File: config.mk
export PLATFORM = sky130hd
export DESIGN_NAME = rac_ctrl
export DESIGN_NICKNAME = d
export VERILOG_FILES = /design/src/rac_pkg.sv /design/src/rac_ctrl.sv
export SDC_FILE = /design/constraint.sdc
export NUM_CORES = 1
export LEC_CHECK = 0
export ABC_CLOCK_PERIOD_IN_PS = 1300
export BUFFER_PORTS_ARGS = -buffer_cell sky130_fd_sc_hd__buf_2
export CORE_MARGIN = 1
export CORE_UTILIZATION = 45
export CTS_BUF_LIST = sky130_fd_sc_hd__clkbuf_16
export DETAILED_ROUTE_END_ITERATION = 8
export GPL_ROUTABILITY_DRIVEN = 0
export PLACE_DENSITY = 0.68
export SLEW_MARGIN = 20
export SYNTH_ARGS = -nofsm -noshare
export SYNTH_HDL_FRONTEND = slang
export SYNTH_SLANG_ARGS = --single-unit
File: constraint.sdc
create_clock -name i_clk -period 1.3 [get_ports i_clk]
set_input_delay 0.065 -clock i_clk [delete_from_list [all_inputs] [get_ports i_clk]]
set_output_delay 0.065 -clock i_clk [all_outputs]
set_load 0.01 [all_outputs]
File: src/rac_pkg.sv
// ----------------------------------------------------------------------------
// rac_pkg: readout artifact check shared definitions
// Sizes, register indexes, format codes and controller/datapath structs.
// ----------------------------------------------------------------------------
package rac_pkg;

    localparam int MAX_WIDTH  = 4096;
    localparam int MAX_HEIGHT = 4096;
    localparam int PIXEL_BITS = 16;

    localparam int PIX_W      = 16;
    localparam int FMT_W      = 2;
    localparam int SIZE_W     = 13;
    localparam int COL_W      = $clog2(MAX_WIDTH);
    localparam int ROW_W      = $clog2(MAX_HEIGHT);
    localparam int CFG_IDX_W  = 2;
    localparam int CFG_DATA_W = 13;

    localparam int SUM_W      = 40;
    localparam int SQ_W       = 56;
    localparam int N_W        = 25;
    localparam int PROD_W     = 90;
    localparam int MUL_STEPS  = SQ_W;
    localparam int CNT_W      = $clog2(MUL_STEPS);

    localparam logic [PIX_W-1:0] PIX_MASK = PIX_W'((64'd1 << PIXEL_BITS) - 64'd1);

    // register indexes
    localparam logic [CFG_IDX_W-1:0] REG_PIXEL_FORMAT = 2'd0;
    localparam logic [CFG_IDX_W-1:0] REG_IMAGE_WIDTH  = 2'd1;
    localparam logic [CFG_IDX_W-1:0] REG_IMAGE_HEIGHT = 2'd2;

    // pixel format codes
    localparam logic [FMT_W-1:0] FMT_COLUMN = 2'd0;
    localparam logic [FMT_W-1:0] FMT_GAIN   = 2'd1;

    typedef struct packed {
        logic take;      // capture pixel, read column bit
        logic update;    // column bit write, sums, indices
        logic nprod;     // pixel count n = w*h
        logic scale;     // 400*n and 401*sum operands
        logic mul_step;  // one shift-add step of both products
        logic load;      // result into output register
    } t_cmd;

    typedef struct packed {
        logic frame_end; // pixel in update is the last of the frame
        logic gain_mode; // gain check selected
        logic slot_free; // output register can take a result
    } t_status;

endpackage

File: src/rac_ctrl.sv
// ----------------------------------------------------------------------------
// rac_ctrl: readout artifact check controller
// Sequences pixel update, end-of-frame multiply and result hand-off.
// ----------------------------------------------------------------------------
module rac_ctrl (
    input  logic             i_clk,
    input  logic             i_rst_n,
    input  logic             i_pix_valid,
    output logic             o_pix_ready,
    input  rac_pkg::t_status i_status,
    output rac_pkg::t_cmd    o_cmd
);
    import rac_pkg::*;

    typedef enum logic [2:0] {
        S_IDLE,
        S_UPD,
        S_NPROD,
        S_SCALE,
        S_MUL,
        S_FIN
    } t_state;

    t_state           r_state;
    logic             r_ready;
    logic [CNT_W-1:0] r_cnt;

    assign o_pix_ready = r_ready;

    always_comb begin
        o_cmd          = '0;
        o_cmd.take     = r_ready & i_pix_valid;
        o_cmd.update   = (r_state == S_UPD);
        o_cmd.nprod    = (r_state == S_NPROD);
        o_cmd.scale    = (r_state == S_SCALE);
        o_cmd.mul_step = (r_state == S_MUL);
        o_cmd.load     = (r_state == S_FIN) & i_status.slot_free;
    end

    always_ff @(posedge i_clk) begin
        if (!i_rst_n) begin
            r_state <= S_IDLE;
            r_ready <= 1'b1;
            r_cnt   <= '0;
        end else begin
            unique case (r_state)
                S_IDLE: begin
                    if (r_ready && i_pix_valid) begin
                        r_state <= S_UPD;
                        r_ready <= 1'b0;
                    end
                end
                S_UPD: begin
                    if (i_status.frame_end) begin
                        r_state <= i_status.gain_mode ? S_NPROD : S_FIN;
                    end else begin
                        r_state <= S_IDLE;
                        r_ready <= 1'b1;
                    end
                end
                S_NPROD: begin
                    r_state <= S_SCALE;
                end
                S_SCALE: begin
                    r_state <= S_MUL;
                    r_cnt   <= '0;
                end
                S_MUL: begin
                    if (r_cnt == CNT_W'(MUL_STEPS - 1)) begin
                        r_state <= S_FIN;
                    end else begin
                        r_cnt <= r_cnt + 1'b1;
                    end
                end
                S_FIN: begin
                    if (i_status.slot_free) begin
                        r_state <= S_IDLE;
                        r_ready <= 1'b1;
                    end
                end
                default: begin
                    r_state <= S_IDLE;
                    r_ready <= 1'b1;
                end
            endcase
        end
    end

endmodule

Yosys cells after proc, flatten, opt, wreduce, memory -nomap -nowiden
Cells that the tools add are included.

storage, ports and cells
  register bits after elaboration = 10
  bits of input ports = 6
  output and inout bits = 7
  word-level logic and storage cells = 37

cells by class
  add/subtract/negate cells = 1
  equal/unequal tests = 11
  multiplexer cells = 12
  bitwise operators = 3
  reduce and logical (&&, ||, !) cells = 7

operator list
  kind                                            number
  one-hot mux 3 bit (6 select lines)              1
  2-to-1 mux 3 bit                                5
  one-hot mux 6 bit (2 select lines)              1
  != test 2 bit (second input constant)           4
  adder 6 x 1 -> 6 bit (second input constant)    1
  == test 3 x 2 -> 1 bit (second input constant)  2
  == test 3 bit (second input constant)           2
  == test 6 bit (second input constant)           1
  2-to-1 mux 6 bit                                1
  one-hot mux 1 bit (4 select lines)              1
  AND reduction 4 bit                             1
  == test 3 x 1 -> 1 bit (second input constant)  1
  zero test 3 bit                                 1
  2-to-1 mux 1 bit                                3
  AND reduction 3 bit                             1
  OR reduction 3 bit                              1
  bitwise AND 1 bit                               2
  != test 2 x 1 -> 1 bit (second input constant)  1
  AND reduction 2 bit                             1
  nonzero test 2 bit                              1
  logical AND 1 bit                               1
  NOT 1 bit                                       1

Logic depth before layout (Yosys ltp)
Gate-level depths: netlist of run 1.

  depth in word-level cells = 4
  depth in mapped cells = 5
  mapped depth without buffers = 5

Worst setup path before layout of run 1
OpenSTA, ideal clock, no wires.

  kind = reg-to-reg
  start = register r_state[0]
  end = register r_cnt[5]
  setup time = 0.069 ns
  arrival = 1.382 ns
  data required time = 1.231 ns
  slack = -0.151 ns
  cell stages (with the launch flop) = 5
  path buffers = 0
  period minus slack after synthesis = 1.451 ns
  cell sequence = dfxtp_1 nor3b_2 o2111ai_2 or4_1 o21ai_1

RTL lines
  what                      line            text
  start: declaration        rac_ctrl.sv:24  t_state r_state;
  start signal: assignment  rac_ctrl.sv:55  r_state <= i_status.gain_mode ? S_NPROD : S_FIN;
  end signal: assignment    rac_ctrl.sv:72  r_cnt <= r_cnt + 1'b1;
  end: declaration          rac_ctrl.sv:26  logic [CNT_W-1:0] r_cnt;

Final worst setup path of run 1
  start = register r_cnt[1]
  end = register r_cnt[1]

on the way
  longest elaborated chain between the ends = 3
  elaborated cells on any way between the ends = 6
  those cells by class = add/sub (1); eq/ne (2); mux (2); reduce/logical (1)

RTL lines
  what                                                                       line
  adder 6 x 1 -> 6 bit or == test 6 bit (tied branches)                      rac_ctrl.sv:72, rac_ctrl.sv:69
  2-to-1 mux 6 bit or != test 2 bit (tied branches)                          n/a
  one-hot mux 6 bit (2 select lines) or AND reduction 2 bit (tied branches)  n/a

Several ways; a longest one is shown, not always the timed one. The select of a mux whose other input is x is not followed.
A chain may end at the register's enable or synchronous reset.

==> results.md, run 1 <==
- Outcome: finished, violations left
- Failing checks: negative setup slack
- Area contributors post-synth: dfxtp_1 32%, nor2_1 5.5%, a21oi_1 3.2%, nand2_1 3.0%, nor2b_1 3.0%
- Crit path DAT: 1.46 ns
- CP cell instances: ha_4, nand4_1, o21ai_2, buf_6, a2bb2oi_2, a211oi_2
- Vert. Die Dim: 39.0 µm
- P&R area growth vs syn: 64.3%
- Final Cycle Share: 1.03
- Post-synth EDFFs: 0
- Clock Sinks: 10
- ANT cells: 0
- Synthesized area: 617 µm²
- Startpoint Class: register
- Layout cells sized above 1: 0.515
- Max stage delay on crit path: 0.36 ns
- Sequential-to-total area share from yosys stat: 0.325
- Worst path bufs/invs: 1
- Leading area contributor after synthesis: dfxtp_1
- Nets: 111
- Initial Util: 0.520
- Root Driver: clkbuf_16
- CTS H-Tree Depth: 1
- Final min period: 1.34 ns
- Initial DRC Count: 22
- Die ar.: 1520 µm²
- Non-Filler Instances: 117
- Hold Path Class: in2reg
- Max Fanout on Critical Path: 3
- Endpoints failing setup: 3
- Top Ports: 13
- Slew @ Worst Pin: 0.331 ns
- First-pass GRT wire length: 2700 µm
- Port bufs: 12
- Cell row count: 12
- Latest clock arrival within the worst-skew pair: 0.24 ns
- Syn Area/Cell: 8.34 µm²
- Maximum Capacitance Violations: 0
- # DRC: 0
- Grt total ovfl: 0
- Post-DP HPWL: 1110 µm
- Clock skew: 0.000897 ns
- ANT nets after route: 0
- CTS tree: yes
- Vias: 699
- Top_reg_cell synth: dfxtp_1
- Max Slew Vio Count: 0
- Cells after synthesis: 74
- Synth cell types: 37
- Syn nets: 81
- Synth warn: 0
- Register bit total from synthesis: 10
- Hold Vio Cnt, Final: 0
- Vias in the first global route: 599
- Synth top area share: 0.325
- Async set or reset register ratio after synthesis: 0
- Slew margin rel.: 0.779
- Synth cell count leaders: 10 x dfxtp_1, 9 x nor2_1, 5 x nand2_1
- Cts bufs inserted: 3
- Worst-path clk slew: 0.04 ns
- Cell with the most instances after synthesis: dfxtp_1
- Crit-path slowest cell: dfxtp_2
- Setup WS post-layout: -0.0433 ns
- Die W: 39.0 µm
- Total Routing Usage GR: 0.268
- Critical path class: reg2reg
- Largest net degree at the start of global routing: 14
- Fin util: 0.854
- Pwr/cell area: 1250 nW/µm²
- Initial antenna violation count: 0
- Cts hold-fix bufs: 0
- RSZ-0062 raised after global routing: true
- WL final: 1910 µm
- Final instance area: 1010 µm²
- CP Capture Type: register
- Leakage: 0.000393 µW
- Fmax: 744 MHz
- Fin Hold WS: 0.170 ns
- DR vias/cell: 5.97
- Crit-path leading delay family: compound AO/OA/AOI/OAI gates
- DP Cell Count: 107
- Core footprint: 1190 µm²
- VDD IR max: 740 µV
- Wire per inst: 16.3 µm
- CP Data Required Time: 1.41 ns
- Longest Clk Path Bufs: 2
- Placed inst area: 792 µm²
- Initial DRT Pass Iterations: 4
-- power by group --
group          switching (µW)  internal, µW  total (µW)
Clock                     154           404         558
Sequential               27.9           337         365
Combinational             170           176         346
-- cell families (layout without fill, tap and decap cells) --
kind of cell | count (synthesis) | count (layout) | share of synthesized area
AOI/OAI and AO/OA | 23 | 23 | 0.280
DFF | 10 | 10 | 0.325
buffers and inverters | 6 | 35 | 0.0426
and+or+nand+nor | 32 | 32 | 0.304
xor gates and xnor gates | 2 | 2 | 0.0284
adders and majority gates | 1 | 1 | 0.0203
-- worst reg2reg max path, stage by stage (launching register included) --
cell	delay (ns)
dfxtp_2	0.36
ha_4	0.14
nand4_1	0.14
o21ai_2	0.22
buf_6	0.14
a2bb2oi_2	0.16
a211oi_2	0.06
-- final timing paths --
check | from | endpoint | slack (ns) | cells past startpoint
max reg2reg | r_cnt[1]$_SDFFE_PN0P_ | r_cnt[1]$_SDFFE_PN0P_ | -0.04 | 6
min | i_status[1] | r_state[1]$_SDFFE_PN0P_ | 0.17 | 3
min reg2reg | r_cnt[5]$_SDFFE_PN0P_ | r_cnt[5]$_SDFFE_PN0P_ | 0.52 | 2
max | r_cnt[1]$_SDFFE_PN0P_ | r_cnt[1]$_SDFFE_PN0P_ | -0.04 | 6
-- layout make-up --
class	instances	area, µm²
sequential	10	211
clock buffer	3	75.1
multi-input combinational	58	492
fill	65	173
tap	14	17.5
inverter	1	3.75
timing repair buffer	30	210
clock inverter	1	3.75
-- placed cells by master (no fill, tap or decap), types with 2 or more instances in the layout --
cell type	Yosys	routed
dfxtp_2	0	3
nor2_1	9	8
nor3b_1	2	2
clkbuf_16	0	3
xor2_1	2	2
dfxtp_1	10	5
buf_4	1	15
o2111ai_4	0	2
o2bb2ai_1	2	2
inv_1	1	2
a21boi_0	2	2
buf_2	0	12
o21ai_0	2	2
nand2_1	5	5
dfxtp_4	0	2
nor2b_1	3	2
buf_6	0	2
a21oi_1	4	3
and2_1	2	2
-- state kept, by name (all words and copies together), names as in the netlist --
register	count
r_cnt	6
r_state	3
o_pix_ready	1
-- metal layers --
layer | part of all wire | GRT usage | wire (µm)
met1 | 0.44 | 0.339 | 838
met2 | 0.51 | 0.442 | 981
met3 | 0.034 | 0.0520 | 64
met4 | 0.011 | 0.103 | 21
met5 | 0 | 0 | 0
-- through the flow --
stage | setup TNS [ns] | setup slack (ns) | total power, µW
3_5_place_dp | -0.0916 | -0.0522 | 618
6_report | -0.115 | -0.0433 | 1270
4_1_cts | -0.0561 | -0.0256 | 1200
3_3_place_gp | -0.0316 | -0.0223 | 611
5_1_grt | -0.401 | -0.103 | 1320
2_1_floorplan | -0.0849 | -0.0849 | 515
-- timing repair --
item                       in CTS  in global routing
buffers inserted                2                  4
gates cloned                    0                  0
pin swaps                       5                  5
setup endpoints to repair       6                  9
gates resized for setup         6                 14
Note: power is estimated with default switching activity, not from simulation.
==> run 2, diff against run 1 <==
--- a/config.mk
+++ b/config.mk
@@ -17,3 +17,4 @@
 export SYNTH_ARGS = -nofsm -noshare
 export SYNTH_HDL_FRONTEND = slang
 export SYNTH_SLANG_ARGS = --single-unit
+export TNS_END_PERCENT = 20
==> run 2 against run 1 <==
- the run still ends with negative setup slack left
- count of clock-buffer cells in the layout stayed put
- core utilization shrank 5.9 points
- clock skew hardly changed
- setup slack got worse by 0.053 ns
- clock power shrank 2%
- final cell count is 4.3% lower
- register-to-register slack worse by 0.05 ns
- hold slack lost 0.037 ns
- critical path depth shrank 2
- fmax shrank 3.8%
- largest cell class unchanged
==> results.md, run 2 (synthesis gave the netlist of run 1 again) <==
- Layout cells sized above 1: 0.480
- Vert. Die Dim: 39.0 µm
- Power, Total: 1190 µW
- Die W: 39.0 µm
- Worst Setup SP: r_state[0]$_SDFFE_PN0P_
- Post-DP HPWL: 1100 µm
- Clock network fraction of design power: 0.461
- Reg2reg path depth: 4
- HP Start: i_status[0]
- Worst path bufs/invs: 0
- P&R area growth vs syn: 52.9%
- Top Ports: 13
- Wire per inst: 16.5 µm
- Sw frac: 0.271
- CP Capture Type: register
- Most frequent cells in the layout: 12 x buf_2, 12 x buf_4, 8 x nor2_1, 5 x nand2_1, 5 x dfxtp_1
- Combinational Power Share: 0.236
- Crit path DAT: 1.56 ns
- Largest net degree at the start of global routing: 14
- Final Cycle Share: 1.07
- Vias: 687
- First-pass GRT wire length: 2670 µm
- Hold path cells: 3
- Max stage delay on crit path: 0.46 ns
- Pwr/cell area: 1260 nW/µm²
- Latest clock arrival within the worst-skew pair: 0.24 ns
- Core footprint: 1190 µm²
- Pre-CTS WS: -0.119 ns
- # DRC: 0
- Grt total ovfl: 0
- Max Fanout on Critical Path: 4
- Die ar.: 1520 µm²
- Crit-path slowest cell: or4_4
- ANT cells: 0
- Root Driver: clkbuf_16
- Setup WS post-layout: -0.0959 ns
- RSZ-0062 raised after global routing: true
- Cell row count: 12
- Initial DRC Count: 11
- Largest register FFs: 6
- DR vias/cell: 6.13
- Reg-to-Reg Start: r_state[0]$_SDFFE_PN0P_
- Hold Path Class: in2reg
- WL final: 1850 µm
- Startpoint Class: register
- Port bufs: 12
- Fmax: 716 MHz
- GR Layer Usage met1: 0.278
- CP cell instances: and3b_2, o2111ai_4, or4_4, o21ai_2
- Slew margin rel.: 0.751
- Max Slew Vio Count: 0
- End of the worst hold path: r_state[0]$_SDFFE_PN0P_
- Busiest grt layer: met2
- VDD IR max: 886 µV
- CTS tree: yes
- Longest Clk Path Bufs: 2
- ANT nets after route: 0
- Global routing usage on met3: 0.0520
- Worst-path clk slew: 0.04 ns
- Failing checks: negative setup slack
- Clock Sinks: 10
- Final min period: 1.40 ns
- Cts bufs inserted: 3
- Maximum Capacitance Violations: 0
- Initial DRT Pass Iterations: 4
- Power share of the sequential group: 0.303
- Reg2Reg Setup Slack: -0.1 ns
- CTS H-Tree Depth: 1
- Leakage: 0.000361 µW
- Slew @ Worst Pin: 0.373 ns
- Endpoints failing setup: 6
- P_sw: 322 µW
- Nets: 106
- FF-to-FF End: r_cnt[5]$_SDFFE_PN0P_
- Critical path class: reg2reg
- Initial antenna violation count: 0
- GR Layer Usage met2: 0.504
- CP Data Required Time: 1.46 ns
- Initial Util: 0.520
- Pint: 868 µW
- Clock skew: 0.00110 ns
- Vias in the first global route: 633
- Register with the most flip-flops: r_cnt
- Outcome: finished, violations left
- Total Routing Usage GR: 0.269
- Hold Vio Cnt, Final: 0
- Crit-path leading delay family: simple AND/OR/NAND/NOR gates
run 2: power groups by stage:
stage	combinational, µW	clock [µW]	sequential, µW
after global placement	238	0	359
after floorplan	141	0	369
after global routing	304	563	363
after CTS	264	552	361
final	280	548	361
after detailed placement	239	0	361
run 2: how the worst max path moves through the flow:
stage | end | cells after the start | slack [ns]
3_5_place_dp | r_cnt[5]$_SDFFE_PN0P_ | 4 | -0.12
2_1_floorplan | r_cnt[5]$_SDFFE_PN0P_ | 4 | -0.09
4_1_cts | r_cnt[5]$_SDFFE_PN0P_ | 4 | -0.07
3_3_place_gp | r_cnt[5]$_SDFFE_PN0P_ | 4 | -0.09
6_report | r_cnt[5]$_SDFFE_PN0P_ | 4 | -0.1
5_1_grt | r_cnt[5]$_SDFFE_PN0P_ | 4 | -0.13
run 2: metrics by stage:
stage	area, µm²	hold WS (ns)	TNS, ns	util	instances
3_3_place_gp	773	0.384	-0.114	0.652	107
6_report	943	0.134	-0.323	0.795	112
4_1_cts	923	0.135	-0.144	0.778	113
5_1_grt	943	0.163	-0.589	0.795	112
3_5_place_dp	773	0.379	-0.367	0.652	107
2_1_floorplan	632	0.201	-0.246	-	74
run 2: tightest hold or removal path: cells and delay by family:
family                 cells  cell delay (ns)
AOI/OAI and AO/OA          1             0.06
buffers and inverters      1             0.10
and+or+nand+nor            1             0.10
run 2: layer usage:
layer	wire [µm]	vias up	share of wire
li1	-	328	-
met1	782	326	0.42
met2	919	23	0.50
met3	57	10	0.031
met4	87	0	0.047
met5	0	-	0
run 2: cell type report:
class | count | area, µm²
clock buffer | 3 | 75.1
sequential | 10 | 209
timing repair buffer | 25 | 161
inverter | 1 | 3.75
tap | 14 | 17.5
multi-input combinational | 58 | 473
clock inverter | 1 | 3.75
fill | 89 | 243
run 2: what timing repair did:
item,4_1_cts,5_1_grt
buffers inserted,2,0
resized for setup,14,5
pin swaps,6,4
hold buffers,0,0
endpoints found under the setup margin,7,8
